[src/design/mspm_pkg.sv]
// ----------------------------------------------------------------------------
// Mixer package
// Shared constants, types and opcodes of the multi-stream PCM mixer.
// ----------------------------------------------------------------------------
package mspm_pkg;

  localparam int Streams    = 4;
  localparam int RingFrames = 1024;
  localparam int SW         = $clog2(Streams);
  localparam int AW         = $clog2(RingFrames);
  localparam int CW         = AW + 1;
  localparam int MW         = SW + AW;

  localparam logic [2:0] OP_WRITE = 3'd0;
  localparam logic [2:0] OP_MIX   = 3'd1;
  localparam logic [2:0] OP_PLAY  = 3'd2;
  localparam logic [2:0] OP_PAUSE = 3'd3;
  localparam logic [2:0] OP_STOP  = 3'd4;
  localparam logic [2:0] OP_END   = 3'd5;

  localparam logic [2:0] REG_HOLD = 3'd4;
  localparam logic [2:0] REG_MONO = 3'd5;

  typedef enum logic [2:0] {
    ST_IDLE, ST_CTRL, ST_RD, ST_MAC, ST_NEXT, ST_DONE
  } state_t;

  typedef struct packed {
    logic ctrl;
    logic clr_acc;
    logic rd;
    logic mac;
    logic fin;
  } cmd_t;

  typedef struct packed {
    logic last;
  } stat_t;

endpackage

[src/design/mspm_ctrl.sv]
// ----------------------------------------------------------------------------
// Mixer controller
// Sequences control words and walks the streams one by one for a mix.
// ----------------------------------------------------------------------------
module mspm_ctrl (
  input  logic            clk,
  input  logic            rst,
  input  logic            start,
  input  logic [2:0]      opcode,
  input  mspm_pkg::stat_t stat,
  output logic            busy,
  output mspm_pkg::cmd_t  cmd
);

  mspm_pkg::state_t state, state_next;

  always_ff @(posedge clk) begin
    if (rst) begin
      state <= mspm_pkg::ST_IDLE;
    end else begin
      state <= state_next;
    end
  end

  always_comb begin
    state_next  = state;
    cmd         = '0;
    busy        = 1'b1;
    case (state)
      mspm_pkg::ST_IDLE: begin
        busy = 1'b0;
        if (start) begin
          if (opcode == mspm_pkg::OP_MIX) begin
            cmd.clr_acc = 1'b1;
            state_next  = mspm_pkg::ST_RD;
          end else begin
            state_next = mspm_pkg::ST_CTRL;
          end
        end
      end
      mspm_pkg::ST_CTRL: begin
        cmd.ctrl   = 1'b1;
        state_next = mspm_pkg::ST_DONE;
      end
      mspm_pkg::ST_RD: begin
        cmd.rd     = 1'b1;
        state_next = mspm_pkg::ST_MAC;
      end
      mspm_pkg::ST_MAC: begin
        cmd.mac    = 1'b1;
        state_next = stat.last ? mspm_pkg::ST_DONE : mspm_pkg::ST_NEXT;
      end
      mspm_pkg::ST_NEXT: begin
        state_next = mspm_pkg::ST_RD;
      end
      mspm_pkg::ST_DONE: begin
        cmd.fin    = 1'b1;
        state_next = mspm_pkg::ST_IDLE;
      end
      default: state_next = mspm_pkg::ST_IDLE;
    endcase
  end

endmodule

[config.mk]
export PLATFORM = sky130hd
export DESIGN_NAME = mspm_ctrl
export DESIGN_NICKNAME = d
export VERILOG_FILES = /design/src/design/mspm_pkg.sv /design/src/design/mspm_ctrl.sv
export SDC_FILE = /design/constraint.sdc
export NUM_CORES = 1
export LEC_CHECK = 0
export ABC_CLOCK_PERIOD_IN_PS = 900
export BUFFER_PORTS_ARGS = -buffer_cell sky130_fd_sc_hd__buf_2
export CAP_MARGIN = 15
export CORE_AREA = 2 2 39 41
export CTS_CLUSTER_SIZE = 10
export DETAILED_ROUTE_END_ITERATION = 10
export DIE_AREA = 0 0 41 43
export PLACE_DENSITY = 0.31
export SLEW_MARGIN = 20
export SYNTH_ARGS = -nofsm -noshare
export SYNTH_HDL_FRONTEND = slang
export SYNTH_SLANG_ARGS = --single-unit
[constraint.sdc]
create_clock -name clk -period 0.9 [get_ports clk]
set_input_delay 0.045 -clock clk [delete_from_list [all_inputs] [get_ports clk]]
set_output_delay 0.045 -clock clk [all_outputs]
set_load 0.05 [all_outputs]
## Yosys cells after proc, flatten, opt, wreduce, memory -nomap -nowiden

Index checks and enable logic that the tools add are counted.

| storage, ports and cells | value |
|---|---|
| bits in registers | 3 |
| input port bits | 7 |
| output and inout port bits | 6 |
| logic and storage cells | 21 |

| cells by class | value |
|---|---|
| equality and inequality tests | 7 |
| muxes and demuxes | 12 |
| reduce and logical (&&, ||, !) cells | 1 |

Operator list:

| operator | number |
|---|---|
| $pmux W3 S5 | 1 |
| $mux W1 | 9 |
| $eq A3 B1 Y1 const B | 2 |
| $eq A3 B2 Y1 const B | 2 |
| $eq A3 B3 Y1 const B | 2 |
| $logic_not A3 Y1 | 1 |
| $mux W3 | 1 |
| $mux W2 | 1 |
| $ne A2 B2 Y1 const B | 1 |

## Longest topological paths before layout

| depth | value |
|---|---|
| depth in word-level cells | 4 |
| gate-level depth with buffers | 3 |

## Least setup slack after synthesis

Ideal clock, no wire load.

| timing | value |
|---|---|
| path type | reg2out |
| start | reg state[1] |
| end | out cmd[2] (netlist bit) |
| arrival | 1.554 ns |
| required time | 0.855 ns |
| setup slack | -0.699 ns |
| stages on the path, launching flop included | 3 |
| cells stage by stage | dfxtp_1 > inv_1 > nor3_1 |

RTL lines:

| item | RTL line | source |
|---|---|---|
| start: declaration | mspm_ctrl.sv:15 | `mspm_pkg::state_t state, state_next;` |
| start signal: assignment | mspm_ctrl.sv:19 | `state <= mspm_pkg::ST_IDLE;` |
| start signal: assignment | mspm_ctrl.sv:21 | `state <= state_next;` |
| end: declaration | mspm_ctrl.sv:12 | `output mspm_pkg::cmd_t cmd` |

==> results.cfg <==
[clocking]
clk_pin_slew_ps = 40
cts_buffer_depth = 2
h-tree-depth = 1
cts_sinks = 3
root_buffer = clkbuf_4
clock_latency_ps = 240
cts_tree = built
holdBufCountCts = 0
numCtsBuffers = 3

[power]
seqPwrFrac = 0.229
power_uw = 699
clockPowerShare = 0.340
p_per_area_nw_per_um2 = 1480
p_int_uw = 456
max-vdd-ir-drop_mv = 0.573
leakagePower_uw = 0.000217
comb_power_share = 0.431
p_sw_frac = 0.348
p_sw_uw = 244

[timing]
min_period_ps = 1240
clock.fmax_ghz = 0.807
setup_viol = 8
finalWorstSetupSlack_ps = -339
tns_ps = -2020
finalHoldViolCount = 0
worst_slew_pin_slew_ps = 247
fin_skew_ps = 2.69
finalMaxSlewViolations = 0
rsz0062_at_grt = yes
slew_headroom = 0.836
post-route-period-util = 1.38

[place]
dp_slack_ps = -178
place_inst = 59
dp_hpwl_um = 426
routabilityCongestion = 0.658
portBuffers = 12

[job]
cap_violations = 0

[setup_path]
r2r_cells = 5
path_cells = or3_4, nor2_4, buf_8
crit_family = simple AND/OR/NAND/NOR gates
r2r_end = state[1]
required_ps = 850
start_kind = register
r2r_slack_ps = -290
critical_path_class = reg -> out
cp_slowest_cell = or3_4
endpoint_kind = output port
critical_path_depth = 3
rr_startpoint = state[1]
cp.buffers_inverters = 1
cp.arrival_ps = 1190
worst-path-max-fanout = 3
max_stage_delay_ps = 400

[run_status]
violations = setup timing
outcome = finished with violations

[cells_and_area]
layout.cells.non_filler = 66
antenna_cells = 0
fillers = 151
top_regs = state: 3 flops
largest-register = state
syn_to_final_growth_pct = 173
largest_reg_flops = 3
nNetsFinal = 58
drive_gt1_frac = 0.760

[hold_path]
hold_depth = 2
hold_path_end = state[2]
hp-start = rst
hold_class = in -> reg

[floorplan]
core-area_um2 = 1380
die_w_um = 41
dieArea_um2 = 1760
num_rows = 14
die_height_um = 43
ios = 13
initial_core_util = 0.125

[grt]
grt_pass1_wl_um = 1010
antenna_found_initial = 0
grt_overflow_total = 0
grt_max_degree = 5
grt_pass1_vias = 241
grt_usage = 0.0934

[routing]
routed-via-count = 247
drtIter0Drc = 1
dr.pass1.iters = 3
wirelength_um = 626
wl_per_cell_um = 9.48
drtAntennaViolNets = 0
drc = 0
viasPerCell = 3.74

[logic_synthesis]
synth_area_um2 = 173
ys_seq_area_frac = 0.348
synth_fp_nets = 30
ys_warn_count = 0
synth_cell_types = 14
avgSynthCellArea_um2 = 7.51
syn_inst = 23
synth-seq-cells = 3
cells in the mapped netlist, drive strengths merged:
library cell,instances,area [um2]
dfxtp,3,60.1
or3,1,11.3
and3,1,7.51
a21oi,1,5.00
nand2,2,7.51
o21ai,1,5.00
nor2,7,28.8
o211a,1,10.0
nor3b,1,7.51
nor3,1,5.00
or2b,1,7.51
a211o,1,10.0
inv,2,7.51
worst max path at each step:
stage                         from      to  slack, ps
final                     state[1]  cmd[3]       -340
after global routing      state[1]  cmd[3]       -380
after CTS                 state[1]  cmd[3]       -340
after detailed placement  state[1]  cmd[3]       -180
after global placement    state[1]  cmd[3]       -170
after floorplan           state[1]  cmd[3]       -270
power by group through the flow:
stage	Combinational, uW	Sequential, uW	Clock [uW]
after floorplan	153	170	0
after global placement	243	162	0
after detailed placement	244	161	0
after CTS	289	160	254
after global routing	319	163	268
final	301	160	238
per-layer routing:
metal / track usage / routed length, um / part of all wire / vias up
li1: - / - / - / 132
met5: 0 / 0 / 0 / -
met1: 0.0932 / 221 / 0.35 / 108
met3: 0.0785 / 46 / 0.073 / 0
met2: 0.134 / 358 / 0.57 / 7
met4: 0.0400 / 0 / 0 / 0
stage by stage:
stage,utilization,hold slack [ps],area (um2)
after detailed placement,0.253,252,350
after CTS,0.328,5.68,454
after global routing,0.341,4.83,472
after floorplan,-,117,210
after global placement,0.253,254,350
final,0.341,17.1,472
worst register-to-register path, stage by stage, from the launching register on:
cell	delay [ps]
dfxtp_2	320
buf_4	130
buf_4	120
buf_6	110
a211o_4	320
a21oi_2	100
logic make-up after synthesis:
| family | Yosys count | share of synthesized area |
|---|---|---|
| simple gates | 14 | 0.435 |
| compound gates | 4 | 0.174 |
| flops | 3 | 0.348 |
| buf+inv | 2 | 0.0435 |
area by class of cell:
class                           count  area, um2  share of cell area
Tap cell                           16       20.0              0.0424
Multi-Input combinational cell     18        155               0.329
Sequential cell                     3       66.3               0.141
Clock buffer                        4       26.3              0.0557
Inverter                            2       7.51              0.0159
Timing Repair Buffer               23        196               0.416
layout by cell type, fill, tap and decap left out, drive strengths merged:
| cell | netlist | routed |
|---|---|---|
| inv | 2 | 2 |
| a211o | 1 | 1 |
| o211a | 1 | 1 |
| clkbuf | 0 | 4 |
| nand2 | 2 | 2 |
| or2b | 1 | 1 |
| or3 | 1 | 1 |
| o21ai | 1 | 1 |
| buf | 0 | 23 |
| nor3 | 1 | 1 |
| nor2 | 7 | 7 |
| nor3b | 1 | 1 |
| a21oi | 1 | 1 |
| and3 | 1 | 1 |
| dfxtp | 3 | 3 |
repair_timing:
action                     CTS  global route
setup endpoints to repair    7             8
pin swaps                    4             1
setup buffers                2             1
resized for setup           18             3
Note: power is estimated with default switching activity, not from simulation.
